File: src/design/gds_pkg.sv
`timescale 1ns / 1ps
package gds_pkg;

   localparam int NUM_ROWS    = 6;
   localparam int BIN_COLS    = 5;
   localparam int NUM_BINS    = 30;
   localparam int BITS_PER_COL = 16;
   localparam int QUEUE_DEPTH = 2;

   localparam logic [2:0] LAST_COL = 3'd7;
   localparam logic [2:0] LAST_ROW = 3'd5;
   localparam logic [7:0] ROW_MASK = 8'hF8;
   localparam logic [7:0] DENSE_LOW_RESET  = 8'd54;
   localparam logic [7:0] DENSE_HIGH_RESET = 8'd85;
   localparam logic [7:0] MAX_PIX_BEFORE_LAST = 8'd112;

   localparam logic CSR_DENSE_LOW  = 1'b0;
   localparam logic CSR_DENSE_HIGH = 1'b1;

   typedef struct packed {
      logic [7:0]  char_number;
      logic [15:0] column_bits;
   } gds_req_type;

   typedef struct packed {
      logic [7:0] out_char_number;
      logic [2:0] row_index;
      logic [7:0] row_bits;
      logic       last_row;
   } gds_rsp_type;

   typedef struct packed {
      logic [7:0]                     char_number;
      logic [7:0]                     pixel_count;
      logic [NUM_BINS-1:0][2:0]       bin_weights;
      logic [NUM_ROWS-1:0][7:0]       direct_rows;
   } gds_rec_type;

   typedef struct packed {
      logic        valid;
      gds_rec_type rec;
   } gds_qlink_type;

   typedef enum logic {
      BACK_IDLE,
      BACK_EMIT
   } gds_back_state_type;

   function automatic logic [2:0] bin_row_of_bit(input logic [3:0] u);
      logic [2:0] r;
      case (u) inside
         [4'd0:4'd2]:   r = 3'd5;
         [4'd3:4'd5]:   r = 3'd4;
         [4'd6:4'd7]:   r = 3'd3;
         [4'd8:4'd9]:   r = 3'd2;
         [4'd10:4'd12]: r = 3'd1;
         default:       r = 3'd0;
      endcase
      return r;
   endfunction

   function automatic logic [2:0] bin_col_of_col(input logic [2:0] col);
      logic [2:0] c;
      case (col) inside
         3'd0, 3'd1: c = 3'd0;
         3'd2:       c = 3'd1;
         3'd3, 3'd4: c = 3'd2;
         3'd5, 3'd6: c = 3'd3;
         default:    c = 3'd4;
      endcase
      return c;
   endfunction

   function automatic logic [7:0] direct_mask(input logic [2:0] col);
      logic [7:0] m;
      case (col) inside
         3'd0, 3'd1: m = 8'h80;
         3'd2:       m = 8'h40;
         3'd3, 3'd4: m = 8'h20;
         3'd5, 3'd6: m = 8'h10;
         default:    m = 8'h08;
      endcase
      return m;
   endfunction

   function automatic logic [2:0] threshold(input logic [2:0] row, input logic [2:0] c);
      logic [2:0] t;
      t = (c == 3'd1 || c == 3'd4) ? 3'd2 : 3'd3;
      case (row) inside
         3'd2, 3'd3: t = t - 3'd1;
         default:    t = t;
      endcase
      return t;
   endfunction

endpackage

File: src/design/gds_front.sv
`timescale 1ns / 1ps
module gds_front import gds_pkg::*; (
   input  logic          clock,
   input  logic          reset,
   input  logic          req_push,
   output logic          req_full,
   input  gds_req_type   req_data,
   input  logic          q_full,
   output gds_qlink_type q_in
);

   logic [2:0]                col_ff, col_in;
   logic [7:0]                pix_ff, pix_in;
   logic [NUM_BINS-1:0][2:0]  bins_ff, bins_in;
   logic [NUM_ROWS-1:0][7:0]  rows_ff, rows_in;
   logic [NUM_ROWS-1:0][1:0]  grp_cnt;
   logic [4:0]                col_pop;
   logic [4:0]                bin_idx;
   logic [2:0]                bc;
   logic                      accept;
   logic [7:0]                pix_next;
   logic [NUM_BINS-1:0][2:0]  bins_next;
   logic [NUM_ROWS-1:0][7:0]  rows_next;

   assign req_full = (col_ff == LAST_COL) && q_full;
   assign accept   = req_push && !req_full;

   always_comb begin
      grp_cnt = '0;
      for (int u = 0; u < BITS_PER_COL; u++) begin
         if (req_data.column_bits[u]) begin
            grp_cnt[bin_row_of_bit(4'(u))] = grp_cnt[bin_row_of_bit(4'(u))] + 2'd1;
         end
      end
      col_pop = '0;
      for (int r = 0; r < NUM_ROWS; r++) begin
         col_pop = col_pop + 5'(grp_cnt[r]);
      end
      bc        = bin_col_of_col(col_ff);
      bins_next = bins_ff;
      rows_next = rows_ff;
      bin_idx   = '0;
      for (int r = 0; r < NUM_ROWS; r++) begin
         bin_idx = 5'(r * BIN_COLS) + 5'(bc);
         bins_next[bin_idx] = bins_ff[bin_idx] + 3'(grp_cnt[r]);
         if (grp_cnt[r] != 2'd0) begin
            rows_next[NUM_ROWS - 1 - r] = rows_ff[NUM_ROWS - 1 - r] | direct_mask(col_ff);
         end
      end
      pix_next = pix_ff + 8'(col_pop);

      q_in.valid            = accept && (col_ff == LAST_COL);
      q_in.rec.char_number  = req_data.char_number;
      q_in.rec.pixel_count  = pix_next;
      q_in.rec.bin_weights  = bins_next;
      q_in.rec.direct_rows  = rows_next;

      col_in  = col_ff;
      pix_in  = pix_ff;
      bins_in = bins_ff;
      rows_in = rows_ff;
      if (accept) begin
         if (col_ff == LAST_COL) begin
            col_in  = '0;
            pix_in  = '0;
            bins_in = '0;
            rows_in = '0;
         end else begin
            col_in  = col_ff + 3'd1;
            pix_in  = pix_next;
            bins_in = bins_next;
            rows_in = rows_next;
         end
      end
   end

   always_ff @(posedge clock) begin
      if (reset) begin
         col_ff  <= '0;
         pix_ff  <= '0;
         bins_ff <= '0;
         rows_ff <= '0;
      end else begin
         col_ff  <= col_in;
         pix_ff  <= pix_in;
         bins_ff <= bins_in;
         rows_ff <= rows_in;
      end
   end

   a_push_on_last: assert property (@(posedge clock) disable iff (reset)
      q_in.valid |=> col_ff == 3'd0 && pix_ff == 8'd0)
      else $error("front state not cleared after a character");

   a_pix_bound: assert property (@(posedge clock) disable iff (reset)
      pix_ff <= MAX_PIX_BEFORE_LAST)
      else $error("pixel count beyond seven columns");

endmodule

File: src/design/gds_queue.sv
`timescale 1ns / 1ps
module gds_queue import gds_pkg::*; (
   input  logic          clock,
   input  logic          reset,
   input  gds_qlink_type q_in,
   output logic          q_full,
   output gds_qlink_type q_out,
   input  logic          q_pop
);

   localparam int PTR_W = $clog2(QUEUE_DEPTH);
   localparam int CNT_W = $clog2(QUEUE_DEPTH + 1);

   gds_rec_type       entry_ff [QUEUE_DEPTH];
   logic [PTR_W-1:0]  wr_ptr_ff, wr_ptr_in;
   logic [PTR_W-1:0]  rd_ptr_ff, rd_ptr_in;
   logic [CNT_W-1:0]  count_ff, count_in;
   logic              do_push, do_pop;

   assign q_full      = (count_ff == CNT_W'(QUEUE_DEPTH));
   assign do_push     = q_in.valid && !q_full;
   assign do_pop      = q_pop && (count_ff != '0);
   assign q_out.valid = (count_ff != '0);
   assign q_out.rec   = entry_ff[rd_ptr_ff];

   always_comb begin
      wr_ptr_in = do_push ? wr_ptr_ff + PTR_W'(1) : wr_ptr_ff;
      rd_ptr_in = do_pop  ? rd_ptr_ff + PTR_W'(1) : rd_ptr_ff;
      count_in  = count_ff + CNT_W'(do_push) - CNT_W'(do_pop);
   end

   always_ff @(posedge clock) begin
      if (do_push) begin
         entry_ff[wr_ptr_ff] <= q_in.rec;
      end
   end

   always_ff @(posedge clock) begin
      if (reset) begin
         wr_ptr_ff <= '0;
         rd_ptr_ff <= '0;
         count_ff  <= '0;
      end else begin
         wr_ptr_ff <= wr_ptr_in;
         rd_ptr_ff <= rd_ptr_in;
         count_ff  <= count_in;
      end
   end

   a_no_overflow: assert property (@(posedge clock) disable iff (reset)
      q_in.valid |-> !q_full)
      else $error("transaction pushed into a full queue");

endmodule

File: src/design/gds_back.sv
`timescale 1ns / 1ps
module gds_back import gds_pkg::*; (
   input  logic          clock,
   input  logic          reset,
   input  logic [7:0]    dense_low,
   input  logic [7:0]    dense_high,
   input  gds_qlink_type q_out,
   output logic          q_pop,
   output logic          rsp_empty,
   input  logic          rsp_pop,
   output gds_rsp_type   rsp_data
);

   gds_back_state_type state_ff, state_in;
   gds_rec_type        rec_ff, rec_in;
   logic [2:0]         row_ff, row_in;
   logic               out_valid_ff, out_valid_in;
   gds_rsp_type        out_ff, out_in;
   logic               out_free;
   logic               use_a;
   logic [7:0]         row_a;
   logic [7:0]         row_val;
   logic [4:0]         bin_idx;

   always_comb begin
      use_a = (dense_low <= rec_ff.pixel_count) && (rec_ff.pixel_count < dense_high);
      row_a   = '0;
      bin_idx = '0;
      for (int c = 0; c < BIN_COLS; c++) begin
         bin_idx = 5'(32'(row_ff) * BIN_COLS + c);
         if (rec_ff.bin_weights[bin_idx] >= threshold(row_ff, 3'(c))) begin
            row_a[7 - c] = 1'b1;
         end
      end
      row_val = (use_a ? row_a : rec_ff.direct_rows[row_ff]) & ROW_MASK;
   end

   always_comb begin
      state_in     = state_ff;
      rec_in       = rec_ff;
      row_in       = row_ff;
      out_valid_in = out_valid_ff;
      out_in       = out_ff;
      q_pop        = 1'b0;
      out_free     = !out_valid_ff || rsp_pop;
      if (out_valid_ff && rsp_pop) begin
         out_valid_in = 1'b0;
      end
      case (state_ff)
         BACK_IDLE: begin
            if (q_out.valid) begin
               q_pop    = 1'b1;
               rec_in   = q_out.rec;
               row_in   = '0;
               state_in = BACK_EMIT;
            end
         end
         BACK_EMIT: begin
            if (out_free) begin
               out_valid_in           = 1'b1;
               out_in.out_char_number = rec_ff.char_number;
               out_in.row_index       = row_ff;
               out_in.row_bits        = row_val;
               out_in.last_row        = (row_ff == LAST_ROW);
               row_in                 = row_ff + 3'd1;
               if (row_ff == LAST_ROW) begin
                  state_in = BACK_IDLE;
               end
            end
         end
         default: begin
            state_in = BACK_IDLE;
         end
      endcase
   end

   always_ff @(posedge clock) begin
      if (reset) begin
         state_ff     <= BACK_IDLE;
         out_valid_ff <= 1'b0;
         row_ff       <= '0;
      end else begin
         state_ff     <= state_in;
         out_valid_ff <= out_valid_in;
         row_ff       <= row_in;
      end
   end

   always_ff @(posedge clock) begin
      rec_ff <= rec_in;
      out_ff <= out_in;
   end

   assign rsp_empty = !out_valid_ff;
   assign rsp_data  = out_ff;

   a_row_bound: assert property (@(posedge clock) disable iff (reset)
      state_ff == BACK_EMIT |-> row_ff <= LAST_ROW)
      else $error("row counter beyond the last row");

   a_last_row: assert property (@(posedge clock) disable iff (reset)
      out_valid_ff |-> (out_ff.last_row == (out_ff.row_index == LAST_ROW)))
      else $error("last row flag disagrees with row index");

endmodule

File: src/design/glyph_downscale_8x16_to_5x6.sv
`timescale 1ns / 1ps
// Reduces 8x16 glyphs, given as eight column transactions per character, to 5x6 font cells.
// Input channel: req_data carries the character number and one 16-bit column; a transaction
// is taken at each clock edge with req_push high and req_full low. Columns are taken one per
// cycle; req_full can only rise on the eighth column of a character, when the two-entry
// character queue between the accumulator and the row generator is full.
// Result channel: six row transactions per character, rows 0 to 5, last_row set on row 5.
// A character's first row goes through the queue, the row generator's record register and the
// output register to rsp_data; the rest follow one per cycle while rsp_pop is held. The row
// generator is done with a character before the next eight columns are in, so full input rate
// is sustained. When the receiver stalls, the row generator holds its current row in the output
// register, the queue fills, and only then is the eighth column of a further character held
// back. The density window is written through csr_write, csr_index and csr_wdata; the user
// must do so only while the block is idle, which it does not enforce. Synchronous reset clears
// all accumulated state, empties queue and output, and restores the window defaults, 54 and 85.
module glyph_downscale_8x16_to_5x6 import gds_pkg::*; (
   input  logic        clock,
   input  logic        reset,
   input  logic        req_push,
   output logic        req_full,
   input  gds_req_type req_data,
   output logic        rsp_empty,
   input  logic        rsp_pop,
   output gds_rsp_type rsp_data,
   input  logic        csr_write,
   input  logic        csr_index,
   input  logic [7:0]  csr_wdata
);

   logic [7:0]    dense_low_ff, dense_low_in;
   logic [7:0]    dense_high_ff, dense_high_in;
   gds_qlink_type q_in;
   gds_qlink_type q_out;
   logic          q_full;
   logic          q_pop;

   always_comb begin
      dense_low_in  = dense_low_ff;
      dense_high_in = dense_high_ff;
      if (csr_write) begin
         case (csr_index)
            CSR_DENSE_LOW:  dense_low_in  = csr_wdata;
            CSR_DENSE_HIGH: dense_high_in = csr_wdata;
            default:        dense_low_in  = dense_low_ff;
         endcase
      end
   end

   always_ff @(posedge clock) begin
      if (reset) begin
         dense_low_ff  <= DENSE_LOW_RESET;
         dense_high_ff <= DENSE_HIGH_RESET;
      end else begin
         dense_low_ff  <= dense_low_in;
         dense_high_ff <= dense_high_in;
      end
   end

   gds_front u_front (
      .clock    (clock),
      .reset    (reset),
      .req_push (req_push),
      .req_full (req_full),
      .req_data (req_data),
      .q_full   (q_full),
      .q_in     (q_in)
   );

   gds_queue u_queue (
      .clock  (clock),
      .reset  (reset),
      .q_in   (q_in),
      .q_full (q_full),
      .q_out  (q_out),
      .q_pop  (q_pop)
   );

   gds_back u_back (
      .clock      (clock),
      .reset      (reset),
      .dense_low  (dense_low_ff),
      .dense_high (dense_high_ff),
      .q_out      (q_out),
      .q_pop      (q_pop),
      .rsp_empty  (rsp_empty),
      .rsp_pop    (rsp_pop),
      .rsp_data   (rsp_data)
   );

endmodule

File: config.mk
export PLATFORM = sky130hd
export DESIGN_NAME = glyph_downscale_8x16_to_5x6
export DESIGN_NICKNAME = d
export VERILOG_FILES = /design/src/design/gds_pkg.sv /design/src/design/gds_front.sv /design/src/design/gds_queue.sv /design/src/design/gds_back.sv /design/src/design/glyph_downscale_8x16_to_5x6.sv
export SDC_FILE = /design/constraint.sdc
export NUM_CORES = 1
export LEC_CHECK = 0
export ABC_AREA = 0
export BUFFER_PORTS_ARGS = -buffer_cell sky130_fd_sc_hd__clkbuf_2
export CAP_MARGIN = 5
export CORE_MARGIN = 2
export CORE_UTILIZATION = 45
export DETAILED_ROUTE_END_ITERATION = 10
export REMOVE_ABC_BUFFERS = 1
export SLEW_MARGIN = 20
export SYNTH_ARGS = -nofsm -noshare
export SYNTH_HDL_FRONTEND = slang
export SYNTH_SLANG_ARGS = --single-unit
File: constraint.sdc
create_clock -name clock -period 8.85 [get_ports clock]
set_input_delay 0.4425 -clock clock [delete_from_list [all_inputs] [get_ports clock]]
set_output_delay 0.4425 -clock clock [all_outputs]
set_load 0.01 [all_outputs]
Word-level counts from Yosys, hierarchy flattened
Memories as Yosys holds them, arrays and structs flattened. A register that Yosys moved wholly into a read port is not among the register bits.
Index checks and enable logic that the tools add are counted.
{"block": "word_totals", "elab_cells": 422, "mem_bits_ro": 16, "ram_bits": 308, "out_inout_bits": 22, "input_bits": 38, "regBits": 191, "mem_count": 2}
{"block": "op_classes", "n_lt_le_gt_ge": 57, "n_bitwise": 9, "n_reduce_logical": 50, "n_mul": 1, "muxes": 197, "addsub": 43, "eq_ne": 13}
{"memory": "u_queue.entry_ff", "words": 2, "width": 154, "read_ports": 1, "rd_ports_with_merged_regs": 1, "wr": 1, "line": "gds_queue.sv:14", "rtl": "gds_rec_type entry_ff [QUEUE_DEPTH];"}
{"memory": "(no name shown)", "words": 8, "width": 2, "read_ports": 1, "rd_ports_with_merged_regs": 0, "wr": 0, "line": "gds_front.sv:32", "rtl": "grp_cnt[bin_row_of_bit(4'(u))] = grp_cnt[bin_row_of_bit(4'(u))] + 2'd1;"}
{"operator": "90-bit bitwise mux", "n": 6}
{"operator": "12-bit 2-to-1 mux", "n": 16}
{"operator": "12-bit bitwise mux", "n": 15}
{"operator": "3-bit binary-select mux with 5-bit select", "n": 10}
{"operator": "8-bit 2-to-1 mux", "n": 18}
{"operator": "3-bit 2-to-1 mux", "n": 40}
{"operator": "2-bit demux with 3-bit select", "n": 16}
{"operator": "2-bit binary-select mux with 3-bit select", "n": 15}
{"operator": "90-bit 2-to-1 mux", "n": 1}
{"operator": "3-bit demux with 5-bit select", "n": 5}
{"operator": "3-bit by 4-bit less-than comparator with 1-bit output, second input constant", "n": 17}
{"operator": "2-bit 2-to-1 mux", "n": 33}
{"operator": "5-bit by 6-bit less-than comparator with 1-bit output, second input constant", "n": 10}
{"operator": "3-bit by 1-bit greater-or-equal comparator with 1-bit output, second input constant", "n": 17}
{"operator": "48-bit 2-to-1 mux", "n": 1}
{"operator": "8-bit bitwise OR", "n": 6}
{"operator": "2-bit by 1-bit adder with 2-bit output, second input constant", "n": 16}
{"operator": "1-bit logical AND", "n": 29}
{"operator": "5-bit by 1-bit greater-or-equal comparator with 1-bit output, second input constant", "n": 5}
{"operator": "8-bit binary-select mux with 3-bit select", "n": 1}
{"operator": "5-bit by 2-bit adder with 5-bit output", "n": 4}
{"operator": "3-bit by 2-bit adder with 3-bit output", "n": 6}
{"operator": "3-bit equality test, second input constant", "n": 5}
{"operator": "3-bit by 2-bit greater-or-equal comparator with 1-bit output", "n": 5}
{"operator": "35 further kinds", "n": 73}

Logic depth before layout (Yosys ltp)
{"block": "logic_depth", "ltp_word": 90, "mapped_depth": 26, "mapped_depth_nobuf": 23}

Hierarchy
Synthesis repeated with hierarchy kept, for this count alone.
{"block": "hier_totals", "hier_cells": 2261, "hier_area_um2": 30436.7}
{"module": "gds_queue", "seq_area_each_um2": 9349.0, "n_inst": 1, "area_per_inst_um2": 11576.1, "cells_each": 506}
{"module": "gds_front", "seq_area_each_um2": 2622.5, "n_inst": 1, "area_per_inst_um2": 9218.8, "cells_each": 1170}
{"module": "gds_back", "seq_area_each_um2": 4694.5, "n_inst": 1, "area_per_inst_um2": 8978.6, "cells_each": 519}
{"module": "glyph_downscale_8x16_to_5x6", "seq_area_each_um2": 320.3, "n_inst": 1, "area_per_inst_um2": 663.1, "cells_each": 66}

Least setup slack after synthesis
Ideal clock, no wire load.
{"block": "synth_timing", "path_kind": "flip-flop to flip-flop", "start": "register u_queue.count_ff[1]", "end": "register u_queue.count_ff[1]", "n_path_buf": 0, "setup_time_ps": 128, "period_less_slack_ps": 7851, "stages_incl_launch_ff": 9, "t_arrival_ps": 7723, "setup_slack_ps": 999, "required_ps": 8722, "cell_sequence": "dfxtp_1 -> nor2_1 -> nor2_1 -> ha_1 -> inv_1 -> ha_1 -> xor2_1 -> xnor2_1 -> nor2_1"}
{"block": "synth_via", "word_cells_on_any_way": 13, "cone_classes": "add/sub: 2; eq/ne: 1; mux: 2; reduce/logical: 8"}
{"element": "start, declared", "line": "gds_queue.sv:17", "rtl": "logic [CNT_W-1:0] count_ff, count_in;"}
{"element": "start signal, assigned", "line": "gds_queue.sv:46", "rtl": "count_ff <= count_in;"}
{"element": "2-bit nonzero test *", "line": "gds_queue.sv:22, gds_queue.sv:23"}
{"element": "1-bit 2-to-1 mux", "line": "gds_back.sv:51", "rtl": "if (q_out.valid) begin"}
{"element": "1-bit 2-to-1 mux", "line": "gds_back.sv:49", "rtl": "case (state_ff)"}
{"element": "1-bit logical AND *", "line": "gds_queue.sv:22", "rtl": "assign do_pop = q_pop && (count_ff != '0);"}
{"element": "net u_queue.do_pop", "line": "gds_queue.sv:18", "rtl": "logic do_push, do_pop;"}
{"element": "2-bit by 1-bit subtractor with 2-bit output *", "line": "gds_queue.sv:29", "rtl": "count_in = count_ff + CNT_W'(do_push) - CNT_W'(do_pop);"}
The timed path passes the listed nets; every way through them passes the cells marked *.
A chain may end at the register's enable or synchronous reset.

==> run_results.csv <==
group,metric,value,unit
timing,whs,42.6,ps
grt,overflow,0,
placed_design,dpl.hpwl,61.4,mm
timing,fmaxAchievable,0.153,GHz
synth,synth_flop_cell,"edfxtp_1",
cts,cts-resized-gates,0,
synth,seq_area_frac_synth,0.532,
min_path,min_from,"csr_wdata[0]",
route,drc,0,
route,met1Wirelength,37.9,mm
synth,synth_async_sr_flop_share,0,
power_and_ir_drop,p_leak,12.3,nW
route,vias,20000,
synth,synth_most_common_cell,"edfxtp_1",
synth,yosys-top-cells-area,"edfxtp_1, mux4_2, dfxtp_1, mux2_2, ha_1",
floorplanning,initial_core_util,0.454,
cts,cts_root_buf,"clkbuf_16",
synth,synthCells,2308,
route,wl_per_cell,27.3,um
timing,maxSlewViolCount,0,
grt,grt_max_degree,132,
timing,fin_skew,25.8,ps
timing,setup_tns,0,ps
timing,post-route-period-util,0.736,
grt,grt_pass1_wl,130,mm
grt,grt_pass1_vias,19600,
floorplanning,die-area,0.0684,mm^2
cts,cts_tree,"built",
synth,synth-seq-cells,581,
synth,yosysTopAreaCellShare,0.428,
timing,finalHoldViolations,0,
cts,clk_latency,650,ps
cts,cts.sinks,581,
critical_path,critPathCaptureType,"register",
critical_path,r2r_cells,19,
grt,grtUsageTotal,0.260,
cts,cts_buffers,61,
route,top_layer,"met4",
timing,min_period,6520,ps
route,wirelength,88.6,mm
floorplanning,fp-row-count,94,
route,met3_length,7.18,mm
cells_and_area,nFillCells,5657,
placed_design,gp_congestion,0.964,
synth,syn_area_per_cell,12.9,um^2
job,cap_violations,0,
route,firstDrtPassIters,6,
timing,setup_ws,2330,ps
route,vias_per_cell,6.15,
cells_and_area,layout.cells.non_filler,3249,
placed_design,preCtsSetupSlack,2350,ps
critical_path,cp.required,9430,ps
min_path,hp-class,"in -> reg",
critical_path,r2r_start,"u_front.col_ff[0]",
cells_and_area,areaGrowthSynthToFinish,11.2,%
cts,cts_max_path_buffers,3,
critical_path,start_kind,"register",
synth,synthTopCellsByCount,"edfxtp_1, nor2_1, nand2_1",
floorplanning,ios,60,
grt,antenna_found_initial,1,
cts,htreeDepth,2,
power_and_ir_drop,powerDensity,287,mW/mm^2
status,status,"finished clean",
synth,synth_edf_count,425,
cells_and_area,drive_above_1_share,0.233,
timing,setup_viol,0,
route,dr_wl_met2,40.7,mm
min_path,hold_end,"dense_low_ff[0]",
critical_path,arrival,7100,ps
critical_path,reg2reg_slack,2330,ps
timing,worst_pin_slew,1140,ps
critical_path,path_class,"reg -> reg",
floorplanning,core,0.0657,mm^2
timing,max_slew_margin,0.238,
synth,ys_warn_count,0,
floorplanning,die_x,262,um
synth,synth_cell_types,80,
route,drt_iter0_markers,2101,
critical_path,crit_fanout,45,
cts,clk_pin_slew,70,ps
synth,syn_area,0.0298,mm^2
cells_and_area,layout.nets,2457,
placed_design,port_buffers,56,
timing,grt_setup_unrepaired,"no",
placed_design,placedCellCount,3124,
min_path,hold_depth,3,
floorplanning,dieHeight,262,um
route,ant_nets,0,
cells_and_area,fin_util,0.505,
power_and_ir_drop,ir_worst_vdd,0.270,mV
synth,synth.largest_area_cell,"edfxtp_1",
critical_path,r2r_end,"u_front.bins_ff[20]",
metrics by stage:
stage / area, um^2 / total power, mW
2_1_floorplan: 29200 / 5.89
3_3_place_gp: 31000 / 6.79
3_5_place_dp: 31000 / 6.85
4_1_cts: 33200 / 9.57
5_1_grt: 33200 / 9.93
6_report: 33200 / 9.54
worst max-delay path by stage:
stage,startpoint,end,slack (ps),cells past startpoint
final,u_front.col_ff[0],u_front.bins_ff[20],2330,19
after global routing,u_front.col_ff[0],u_front.bins_ff[23],1930,19
after global placement,u_front.col_ff[0],u_front.bins_ff[40],2570,20
after CTS,u_front.col_ff[0],u_front.bins_ff[23],2340,19
after detailed placement,u_front.col_ff[0],u_front.bins_ff[23],2350,19
after floorplan,u_front.col_ff[2],u_queue.entry_ff[0][100],500,5
cells in the final DEF (no fill, tap or decap), drive strengths merged, types with 5 or more instances in the layout:
cell type,count
mux4,145
mux2i,86
a21oi,120
o21bai,10
and2,10
mux2,171
a31oi,10
dfxtp,156
edfxtp,425
clkbuf,125
o21ai,78
or3,5
a21o,33
a22oi,63
xnor2,25
clkinv,29
a211oi,20
a211o,5
bufinv,10
nand2b,16
nor2,189
and3,11
inv,80
o21a,5
xor2,17
o211ai,15
nand3b,10
nor2b,12
a22o,30
nor3,18
ha,74
a311oi,6
buf,47
dlygate4sd3,8
nand2,175
nand3,46
fa,14
or2,6
o211a,29
routing by layer:
metal | global-route usage | vias up
li1 | - | 8848
met1 | 0.365 | 10100
met2 | 0.407 | 850
met3 | 0.0478 | 147
met4 | 0.0878 | 0
met5 | 0 | -
cell type report:
cell class	count	area, um^2	share of cell area
diodes	3	7.51	0.000226
clock buffers	70	1600	0.0482
clock inverters	44	510	0.0154
inverters	77	289	0.00871
multi-input cells	1500	13100	0.394
flip-flops and latches	581	15900	0.479
well taps	864	1080	0.0326
repair buffers	110	721	0.0217
critical path, cell delays in order (launching register included):
cell and delay (ps):
dfxtp_1 350, inv_1 90, ha_1 630, inv_1 320
nand2_8 450, inv_2 380, ha_1 330, ha_1 510
buf_4 310, inv_1 270, nor2_1 130, a22o_1 220
a21oi_1 160, ha_1 160, inv_1 50, fa_1 470
xor2_1 930, mux2i_1 180, mux2i_1 300, a22o_1 180
logic make-up after synthesis:
kind of cell | after synthesis | share of synthesized area
flops | 581 | 0.532
compound gates | 452 | 0.103
simple gates | 513 | 0.0768
fa+ha+maj | 88 | 0.0404
other cells | 1 | 0.000126
mux | 402 | 0.203
xor+xnor | 42 | 0.0126
buf+inv | 229 | 0.0313
repair_timing:
| item | CTS | global route |
|---|---|---|
| hold endpoints to repair | 16 | 0 |
| hold buffers | 8 | 0 |
| setup endpoints to repair | 0 | 0 |
| setup buffers | 0 | 0 |
where the power goes:
group | switching [mW] | internal [mW] | leakage (nW)
clock | 1.12 | 1.59 | 1.05
sequential | 0.312 | 3.45 | 5.25
combinational | 1.77 | 1.30 | 6.04
state kept, by name (all words and copies together) (netlist names), 2 cells and up:
register / cells
u_back.row_ff: 3
u_front.pix_ff: 8
u_front.col_ff: 3
u_back.rsp_data: 17
u_front.bins_ff: 90
dense_low_ff: 8
u_queue.entry_ff: 272
u_back.rec_ff: 136
dense_high_ff: 8
u_queue.count_ff: 2
u_front.rows_ff: 30
Power figures use the tool's default switching activity.
